### src/rtl/bps_pkg.sv
// ----------------------------------------------------------------------------
// bps_pkg
// shared types, constants and the millisecond to tick conversion
// ----------------------------------------------------------------------------
package bps_pkg;

  localparam int unsigned CountW = 8;
  localparam int unsigned MsW    = 16;
  localparam int unsigned PrioW  = 3;
  localparam int unsigned TicksW = 13;

  // x / 10 == (x * 52429) >> 19 for every 16-bit x
  localparam logic [MsW-1:0] TickRecip = 16'd52429;
  localparam int unsigned    TickShift = 19;
  localparam int unsigned    ProdW     = 2 * MsW;

  typedef enum logic {
    OP_TICK  = 1'b0,
    OP_START = 1'b1
  } bps_op_e;

  typedef struct packed {
    logic [PrioW-1:0]  priority_req;
    logic [MsW-1:0]    off_ms;
    logic [MsW-1:0]    on_ms;
    logic [CountW-1:0] pulse_count;
    bps_op_e           op;
  } bps_cmd_t;

  typedef struct packed {
    logic active;
    logic buzzer_level;
  } bps_res_t;

  function automatic logic [TicksW-1:0] ms_to_ticks(input logic [MsW-1:0] ms);
    logic [ProdW-1:0] prod;
    prod = ProdW'(ms) * ProdW'(TickRecip);
    return prod[TickShift +: TicksW];
  endfunction

endpackage

### src/rtl/beep_pattern_sequencer.sv
// ----------------------------------------------------------------------------
// beep_pattern_sequencer
// buzzer pulse pattern generator stepped by 10 ms tick transfers
// ----------------------------------------------------------------------------
// channel   dir  content
// s_axis    in   tuser = op (tick/start), tdata = pattern request
// m_axis    out  tdata = buzzer level and active flag, one per input transfer
//
// two register stages: input register, then state update into result register
// one transfer per cycle sustained while m_axis is ready
// the ms to tick conversion is a 16x16 reciprocal multiply in the update stage
// reset clears the pattern state and both stage valids, buzzer off
// a stalled m_axis holds the result; s_axis keeps flowing while a stage is free
// ----------------------------------------------------------------------------
module beep_pattern_sequencer (
  input  logic        clk_i,
  input  logic        rst_ni,
  input  logic        s_axis_tvalid,
  output logic        s_axis_tready,
  input  logic [47:0] s_axis_tdata,  // pulse_count[7:0] on_ms[23:8] off_ms[39:24]
                                     // priority_req[42:40], zero pad
  input  logic        s_axis_tuser,  // op
  output logic        m_axis_tvalid,
  input  logic        m_axis_tready,
  output logic [7:0]  m_axis_tdata   // buzzer_level[0] active[1], zero pad
);

  bps_pkg::bps_cmd_t cmd_q, cmd_d;
  logic              in_valid_q;
  bps_pkg::bps_res_t res_q, res_d;
  logic              out_valid_q;
  logic              out_free;
  logic              step;
  logic              in_take;

  assign out_free      = !out_valid_q || m_axis_tready;
  assign step          = in_valid_q && out_free;
  assign s_axis_tready = !in_valid_q || out_free;
  assign in_take       = s_axis_tvalid && s_axis_tready;

  assign cmd_d.op           = bps_pkg::bps_op_e'(s_axis_tuser);
  assign cmd_d.pulse_count  = s_axis_tdata[7:0];
  assign cmd_d.on_ms        = s_axis_tdata[23:8];
  assign cmd_d.off_ms       = s_axis_tdata[39:24];
  assign cmd_d.priority_req = s_axis_tdata[42:40];

  always_ff @(posedge clk_i or negedge rst_ni) begin
    if (!rst_ni) begin
      in_valid_q  <= 1'b0;
      out_valid_q <= 1'b0;
    end else begin
      if (s_axis_tready) begin
        in_valid_q <= s_axis_tvalid;
      end
      if (out_free) begin
        out_valid_q <= in_valid_q;
      end
    end
  end

  always_ff @(posedge clk_i) begin
    if (in_take) begin
      cmd_q <= cmd_d;
    end
    if (step) begin
      res_q <= res_d;
    end
  end

  bps_core u_core (
    .clk_i   (clk_i),
    .rst_ni  (rst_ni),
    .step_i  (step),
    .cmd_i   (cmd_q),
    .res_d_o (res_d)
  );

  assign m_axis_tvalid = out_valid_q;
  assign m_axis_tdata  = {6'b0, res_q.active, res_q.buzzer_level};

  a_hold_on_stall: assert property (@(posedge clk_i) disable iff (!rst_ni)
    (out_valid_q && !m_axis_tready) |=> (out_valid_q && $stable(res_q)))
    else $error("result dropped or changed under stall");

  a_no_step_when_full: assert property (@(posedge clk_i) disable iff (!rst_ni)
    step |-> out_free)
    else $error("state stepped with result stage blocked");

  a_input_kept: assert property (@(posedge clk_i) disable iff (!rst_ni)
    (in_valid_q && !out_free) |=> in_valid_q)
    else $error("pending input lost");

endmodule

### src/rtl/bps_core.sv
// ----------------------------------------------------------------------------
// bps_core
// pattern state and its one-step update for a tick or a start command
// ----------------------------------------------------------------------------
module bps_core (
  input  logic              clk_i,
  input  logic              rst_ni,
  input  logic              step_i,
  input  bps_pkg::bps_cmd_t cmd_i,
  output bps_pkg::bps_res_t res_d_o
);

  logic [bps_pkg::TicksW-1:0] on_ticks_q, on_ticks_d;
  logic [bps_pkg::TicksW-1:0] off_ticks_q, off_ticks_d;
  logic [bps_pkg::TicksW-1:0] phase_q, phase_d;
  logic [bps_pkg::CountW-1:0] pulses_q, pulses_d;
  logic [bps_pkg::PrioW-1:0]  prio_q, prio_d;
  logic                       in_on_q, in_on_d;
  logic                       pin_q, pin_d;

  logic                       active;
  logic [bps_pkg::TicksW-1:0] on_t;
  logic [bps_pkg::TicksW-1:0] off_t;
  logic [bps_pkg::CountW-1:0] pulses_dec;

  assign active     = (pulses_q != '0);
  assign off_t      = bps_pkg::ms_to_ticks(cmd_i.off_ms);
  assign pulses_dec = pulses_q - bps_pkg::CountW'(1);

  always_comb begin
    on_t = bps_pkg::ms_to_ticks(cmd_i.on_ms);
    if (on_t == '0) begin
      on_t = bps_pkg::TicksW'(1);
    end
  end

  always_comb begin
    on_ticks_d  = on_ticks_q;
    off_ticks_d = off_ticks_q;
    phase_d     = phase_q;
    pulses_d    = pulses_q;
    prio_d      = prio_q;
    in_on_d     = in_on_q;
    pin_d       = pin_q;
    case (cmd_i.op)
      bps_pkg::OP_START: begin
        if (cmd_i.pulse_count != '0 && !(active && cmd_i.priority_req < prio_q)) begin
          on_ticks_d  = on_t;
          off_ticks_d = off_t;
          pulses_d    = cmd_i.pulse_count;
          prio_d      = cmd_i.priority_req;
          in_on_d     = 1'b1;
          phase_d     = on_t;
          pin_d       = 1'b1;
        end
      end
      bps_pkg::OP_TICK: begin
        if (active) begin
          if (phase_q != '0) begin
            phase_d = phase_q - bps_pkg::TicksW'(1);
          end else if (in_on_q) begin
            pin_d    = 1'b0;
            pulses_d = pulses_dec;
            if (pulses_dec != '0) begin
              if (off_ticks_q == '0) begin
                in_on_d = 1'b1;
                phase_d = on_ticks_q;
                pin_d   = 1'b1;
              end else begin
                in_on_d = 1'b0;
                phase_d = off_ticks_q;
              end
            end
          end else begin
            in_on_d = 1'b1;
            phase_d = on_ticks_q;
            pin_d   = 1'b1;
          end
        end
      end
      default: ;
    endcase
  end

  assign res_d_o.buzzer_level = pin_d;
  assign res_d_o.active       = (pulses_d != '0);

  always_ff @(posedge clk_i or negedge rst_ni) begin
    if (!rst_ni) begin
      on_ticks_q  <= '0;
      off_ticks_q <= '0;
      phase_q     <= '0;
      pulses_q    <= '0;
      prio_q      <= '0;
      in_on_q     <= 1'b0;
      pin_q       <= 1'b0;
    end else if (step_i) begin
      on_ticks_q  <= on_ticks_d;
      off_ticks_q <= off_ticks_d;
      phase_q     <= phase_d;
      pulses_q    <= pulses_d;
      prio_q      <= prio_d;
      in_on_q     <= in_on_d;
      pin_q       <= pin_d;
    end
  end

  a_pin_needs_active: assert property (@(posedge clk_i) disable iff (!rst_ni)
    pin_q |-> active)
    else $error("buzzer on with no pattern");

  a_pin_follows_phase: assert property (@(posedge clk_i) disable iff (!rst_ni)
    active |-> (pin_q == in_on_q))
    else $error("buzzer level out of step with phase");

  a_on_nonzero: assert property (@(posedge clk_i) disable iff (!rst_ni)
    active |-> (on_ticks_q != '0))
    else $error("zero on time in a running pattern");

  a_phase_bound: assert property (@(posedge clk_i) disable iff (!rst_ni)
    active |-> (in_on_q ? (phase_q <= on_ticks_q) : (phase_q <= off_ticks_q)))
    else $error("phase counter beyond its load value");

endmodule
### config.mk
export PLATFORM = sky130hd
export DESIGN_NAME = beep_pattern_sequencer
export DESIGN_NICKNAME = d
export VERILOG_FILES = /design/src/rtl/bps_pkg.sv /design/src/rtl/beep_pattern_sequencer.sv /design/src/rtl/bps_core.sv
export SDC_FILE = /design/constraint.sdc
export NUM_CORES = 1
export LEC_CHECK = 0
export ABC_AREA = 1
export BUFFER_PORTS_ARGS = -buffer_cell sky130_fd_sc_hd__buf_2
export CORE_MARGIN = 5
export CORE_UTILIZATION = 38
export CTS_CLUSTER_SIZE = 16
export DETAILED_ROUTE_END_ITERATION = 6
export PLACE_DENSITY = 0.58
export SLEW_MARGIN = 20
export SYNTH_ARGS = -nofsm -noshare
export SYNTH_HDL_FRONTEND = slang
export SYNTH_SLANG_ARGS = --single-unit
### constraint.sdc
create_clock -name clk_i -period 6.5 [get_ports clk_i]
set_input_delay 0.975 -clock clk_i [delete_from_list [all_inputs] [get_ports clk_i]]
set_output_delay 0.975 -clock clk_i [all_outputs]
set_load 0.01 [all_outputs]
# Yosys cells after proc, flatten, opt, wreduce, memory -nomap -nowiden
# Cells that the tools add are included.
# Widths: inputs -> output; s select.
word_totals:
  register_bits: 100
  wordCells: 71
  input_bits: 53
  out_inout_bits: 10
op_classes:
  bitwise_logic: 1
  mul: 2
  eq_ne: 4
  addsub: 2
  n_mux: 26
  reduce_logical: 19
  n_lt_le_gt_ge: 1
ops:
  columns: ["op", "count"]
  rows:
  - ["$mux 13", 7]
  - ["$mul 16x16->32 const B", 2]
  - ["$mux 8", 4]
  - ["$reduce_bool 8->1", 4]
  - ["$logic_not 13->1", 2]
  - ["$pmux 13 s2", 1]
  - ["$pmux 8 s2", 1]
  - ["$reduce_bool 13->1", 1]
  - ["$sub 13x1->13 const B", 1]
  - ["$mux 1", 11]
  - ["$reduce_and 4->1", 2]
  - ["$sub 8x1->8 const B", 1]
  - ["$logic_and 1x1->1", 4]
  - ["$ne 2x1->1 const B", 2]
  - ["$ne 4x4->1 const B", 1]
  - ["$pmux 1 s2", 2]
  - ["$logic_not 1->1", 3]
  - ["$lt 3x3->1", 1]
  - ["$reduce_and 3->1", 1]
  - ["$logic_or 1x1->1", 2]
  - ["$ne 2x2->1 const B", 1]
  - ["$not 1->1", 1]

# Longest topological paths before layout
depth:
  depth_word: 7
  ltp_mapped: 30
  mapped_depth_nobuf: 30

# Modules after synthesis
# Synthesis repeated with hierarchy kept, for this count alone.
unflattened:
  cells_unflattened: 1804
  hier_area_um2: 14956.8
by_module_without_submodules:
  columns: ["module", "cells_per_inst", "seq_area_each_um2", "area_each_um2", "instances"]
  rows:
  - ["bps_core", 1739, 1301.2, 13431.6, 1]
  - ["beep_pattern_sequencer", 65, 1431.4, 1525.2, 1]

# Worst setup path after synthesis
# OpenSTA, ideal clock, no wires.
synth_timing:
  kind: "reg-to-reg"
  startpoint: "reg cmd_q[13] in the netlist's numbering"
  endpoint: "reg u_core.on_ticks_q[0] in the netlist's numbering"
  period_less_slack_ps: 4887
  setup_time_ps: 83
  t_required_ps: 6417
  stages_incl_launch_ff: 28
  t_arrival_ps: 4805
  path_buffers: 0
  setup_slack_ps: 1613
  cell_sequence: "edfxtp_1 -> ha_1 -> xor2_1 -> ha_1 -> fa_1 -> inv_1 -> fa_1 -> inv_1 -> fa_1 -> inv_1 -> fa_1 -> inv_1 -> ha_1 -> nand2_1 -> inv_1 -> a21oi_1 -> inv_1 -> a21oi_1 -> nand3_1 -> nand2_1 -> nand2_1 -> nor2_1 -> nand2_1 -> nor2_1 -> nand2_1 -> nand2_1 -> nand2_1 -> o21ai_0"
synth_between:
  elab_chain_cells: 3
synth_rtl:
  columns: ["item", "line", "text"]
  rows:
  - ["start, declared", "beep_pattern_sequencer.sv:28", "bps_pkg::bps_cmd_t cmd_q, cmd_d;"]
  - ["start signal, assigned", "beep_pattern_sequencer.sv:63", "cmd_q <= cmd_d;"]
  - ["$mul 16x16->32 (*)", "bps_pkg.sv:37", "prod = ProdW'(ms) * ProdW'(TickRecip);"]
  - ["$logic_not 13->1", "bps_core.sv:32", "if (on_t == '0) begin"]
  - ["$mux 13 (*)", "bps_core.sv:32", null]
  - ["end signal, assigned", "bps_core.sv:98", "on_ticks_q <= on_ticks_d;"]
  - ["end, declared", "bps_core.sv:13", "logic [bps_pkg::TicksW-1:0] on_ticks_q, on_ticks_d;"]
# Mark *: on every way between the ends. The rest lies on a longest branch, timed or not.
# A chain may end at the register's enable or synchronous reset.

# Worst setup path in the final report
# Same ends and word-level chain as after synthesis.

==> flow_metrics.env <==
export IMPL_end_kind="flop"
export IMPL_first_pass_iters=5
export IMPL_synth_top_flop_cell="dfrtp_1"
export IMPL_cts_resized=0
export IMPL_grt_start_max_net_pins=55
export IMPL_core_um2=38800
export IMPL_antenna_found_initial=0
export IMPL_tightest_slew_ns=1.02
export IMPL_globalplace_congestion=0.918
export IMPL_min_path_type="reg2reg"
export IMPL_path_clk_slew_ns=0.07
export IMPL_cts_setup_buffers=0
export IMPL_io_buffers=51
export IMPL_clock_root_buffer="clkbuf_16"
export IMPL_final_setup_viol_count=0
export IMPL_gr_total_overflow=0
export IMPL_synth_top_cell_by_area="ha_1"
export IMPL_start_util=0.386
export IMPL_async_flop_share=0.540
export IMPL_dr_total_vias=11300
export IMPL_yosys_warnings=0
export IMPL_drt_initial_drc_count=803
export IMPL_layout_drive_gt1_share=0.0620
export IMPL_finalCritPeriodShare=0.862
export IMPL_seq_area_frac_synth=0.182
export IMPL_num_io_pins=63
export IMPL_grt_pass1_wl_um=58500
export IMPL_netlist_top_cells_area="ha_1 (22%), fa_1 (21%), inv_1 (11%)"
export IMPL_hold_buffers=0
export IMPL_slowest_delay_ns=0.51
export IMPL_fin_skew_ns=0.0153
export IMPL_dieArea_um2=43500
export IMPL_row_count=72
export IMPL_rsz0062_at_grt="no"
export IMPL_diodes=0
export IMPL_ys_seq_elements=100
export IMPL_fin_setup_tns_ns=0
export IMPL_clkSinkCount=100
export IMPL_cts_buffers=9
export IMPL_synth_top_cell_area_share=0.223
export IMPL_grt_pass1_vias=11500
export IMPL_fmax_mhz=178
export IMPL_cap_violations=0
export IMPL_gr_usage_all_layers=0.165
export IMPL_ant_nets=0
export IMPL_syn_area_um2=15000
export IMPL_critPathKind="reg2reg"
export IMPL_avgRoutedWirePerCell_um=14.6
export IMPL_crit_required_ns=6.80
export IMPL_cts_tree="done"
export IMPL_cp_max_fo=6
export IMPL_maxSlewHeadroom=0.319
export IMPL_status="finished clean"
export IMPL_cts_max_path_buffers=2
export IMPL_clock_latency_ns=0.38
export IMPL_cp_start_kind="flop"
export IMPL_slew_violations=0
export IMPL_synth_cell_types=50
export IMPL_routed_via_density=4.74
export IMPL_cp_common_cell="nand2_1"
export IMPL_avgSynthCellArea_um2=8.26
export IMPL_synth_edf_count=46
export IMPL_min_period_ns=5.61
export IMPL_postSynthCellCount=1815
export IMPL_die_h_um=209
export IMPL_drc_errors=0
export IMPL_nets=2345
export IMPL_final_hold_viol_count=0
export IMPL_cpMaxStageDelayCell="edfxtp_1"
export IMPL_arrival_ns=5.90
export IMPL_die_x_um=209
export IMPL_drt_total_wl_um=34900
export IMPL_h_tree_depth=3
export IMPL_area_growth_pct=7.59
export IMPL_hpwl_um=30000
==> layer usage <==
metal / GRT usage / part of all wire / vias to the layer above
met1: 0.239 / 0.50 / 5336
li1: - / - / 5753
met2: 0.260 / 0.45 / 182
met5: 0 / 0 / -
met3: 0.0243 / 0.035 / 47
met4: 0.0412 / 0.019 / 0
==> per-stage QoR <==
stage / setup WS [ns] / util / instances / hold slack [ns] / area, um^2
3_3_place_gp: 0.938 / 0.407 / 2372 / 0.460 / 15800
4_1_cts: 0.911 / 0.415 / 2388 / 0.485 / 16100
3_5_place_dp: 0.935 / 0.407 / 2372 / 0.467 / 15800
5_1_grt: 0.497 / 0.415 / 2388 / 0.507 / 16100
6_report: 0.894 / 0.415 / 2388 / 0.484 / 16100
2_1_floorplan: 1.61 / - / 1820 / 0.442 / 15000
==> area by class of cell <==
class	count	area, um^2
fill	3908	22700
multi-input combinational	1235	10400
sequential	100	2730
inverter	465	1750
tap	518	648
timing repair buffer	54	278
clock buffer	10	250
clock inverter	6	67.6
==> cell families (layout without fill, tap and decap cells) <==
family,count (synthesis),after routing,synth area share
other,1,6,0.000250
buffers and inverters,485,535,0.125
adders and majority gates,427,427,0.436
xor gates and xnor gates,27,27,0.0163
and+or+nand+nor,591,591,0.170
DFF,100,100,0.182
AOI/OAI and AO/OA,184,184,0.0703
==> critical path: cells and delay by family, from the launching register on <==
family	cells	cell delay [ns]
DFF	1	0.51
AOI/OAI and AO/OA	1	0.07
buffers and inverters	4	0.19
adders and majority gates	7	3.10
xor gates and xnor gates	1	0.19
and+or+nand+nor	12	1.45
==> cells in the mapped netlist, types with 6 or more instances <==
cell,n
o21bai_1,6
o21ai_2,6
nand3b_1,6
inv_1,457
buf_2,6
nand2_1,353
inv_2,8
fa_1,160
and2_1,8
edfxtp_1,46
xor2_1,19
nand3_1,68
nor2_1,90
xnor2_1,7
o21ai_0,72
nor2_2,9
o211ai_1,10
nor3_1,16
ha_1,267
a21o_1,6
a21oi_1,63
nand4_1,13
dfrtp_1,54
buf_4,7
==> state kept, by name (all words and copies together), names as in the netlist <==
signal,flops
u_core.off_ticks_q,13
in_valid_q,1
u_core.prio_q,3
u_core.pin_q,1
m_axis_tvalid,1
u_core.in_on_q,1
u_core.pulses_q,8
u_core.on_ticks_q,13
m_axis_tdata,2
u_core.phase_q,13
cmd_q,44
==> worst paths after layout <==
kind                                     endpoint  cells after the start             startpoint  slack, ns
max                          u_core.on_ticks_q[0]                     25              cmd_q[13]       0.89
min reg2reg                 u_core.on_ticks_q[11]                      2  u_core.on_ticks_q[11]       0.48
min                         u_core.on_ticks_q[11]                      2  u_core.on_ticks_q[11]       0.48
max reg2reg                  u_core.on_ticks_q[0]                     25              cmd_q[13]       0.89
max in group asynchronous  u_core.off_ticks_q[12]                      2                 rst_ni       5.29
min in group asynchronous              in_valid_q                      2                 rst_ni       0.70
==> layout by cell type, fill, tap and decap left out, types with 3 or more instances in the layout <==
cell and instances:
inv_1 456, conb_1 6, nand3b_1 6, o21ai_1 5, o211ai_1 10, dfrtp_1 54, nand2_1 353, buf_2 51
o21ai_0 72, xor2_1 19, a21oi_1 63, nor2_4 4, buf_4 3, nor2_1 90, inv_6 4, nand3_1 68
o21bai_1 6, a21o_1 6, o21ai_2 6, inv_2 9, edfxtp_1 46, or2_2 4, xnor2_1 7, nand4_1 13
clkbuf_16 10, fa_1 160, and2_1 8, nand3_2 3, o221ai_1 4, nor3_1 16, nand2_2 3, nor2_2 9
ha_1 267, nor4_1 5
Power is not shown: default switching activity piles up to over one toggle a cycle in this logic, so the estimate is an artifact.
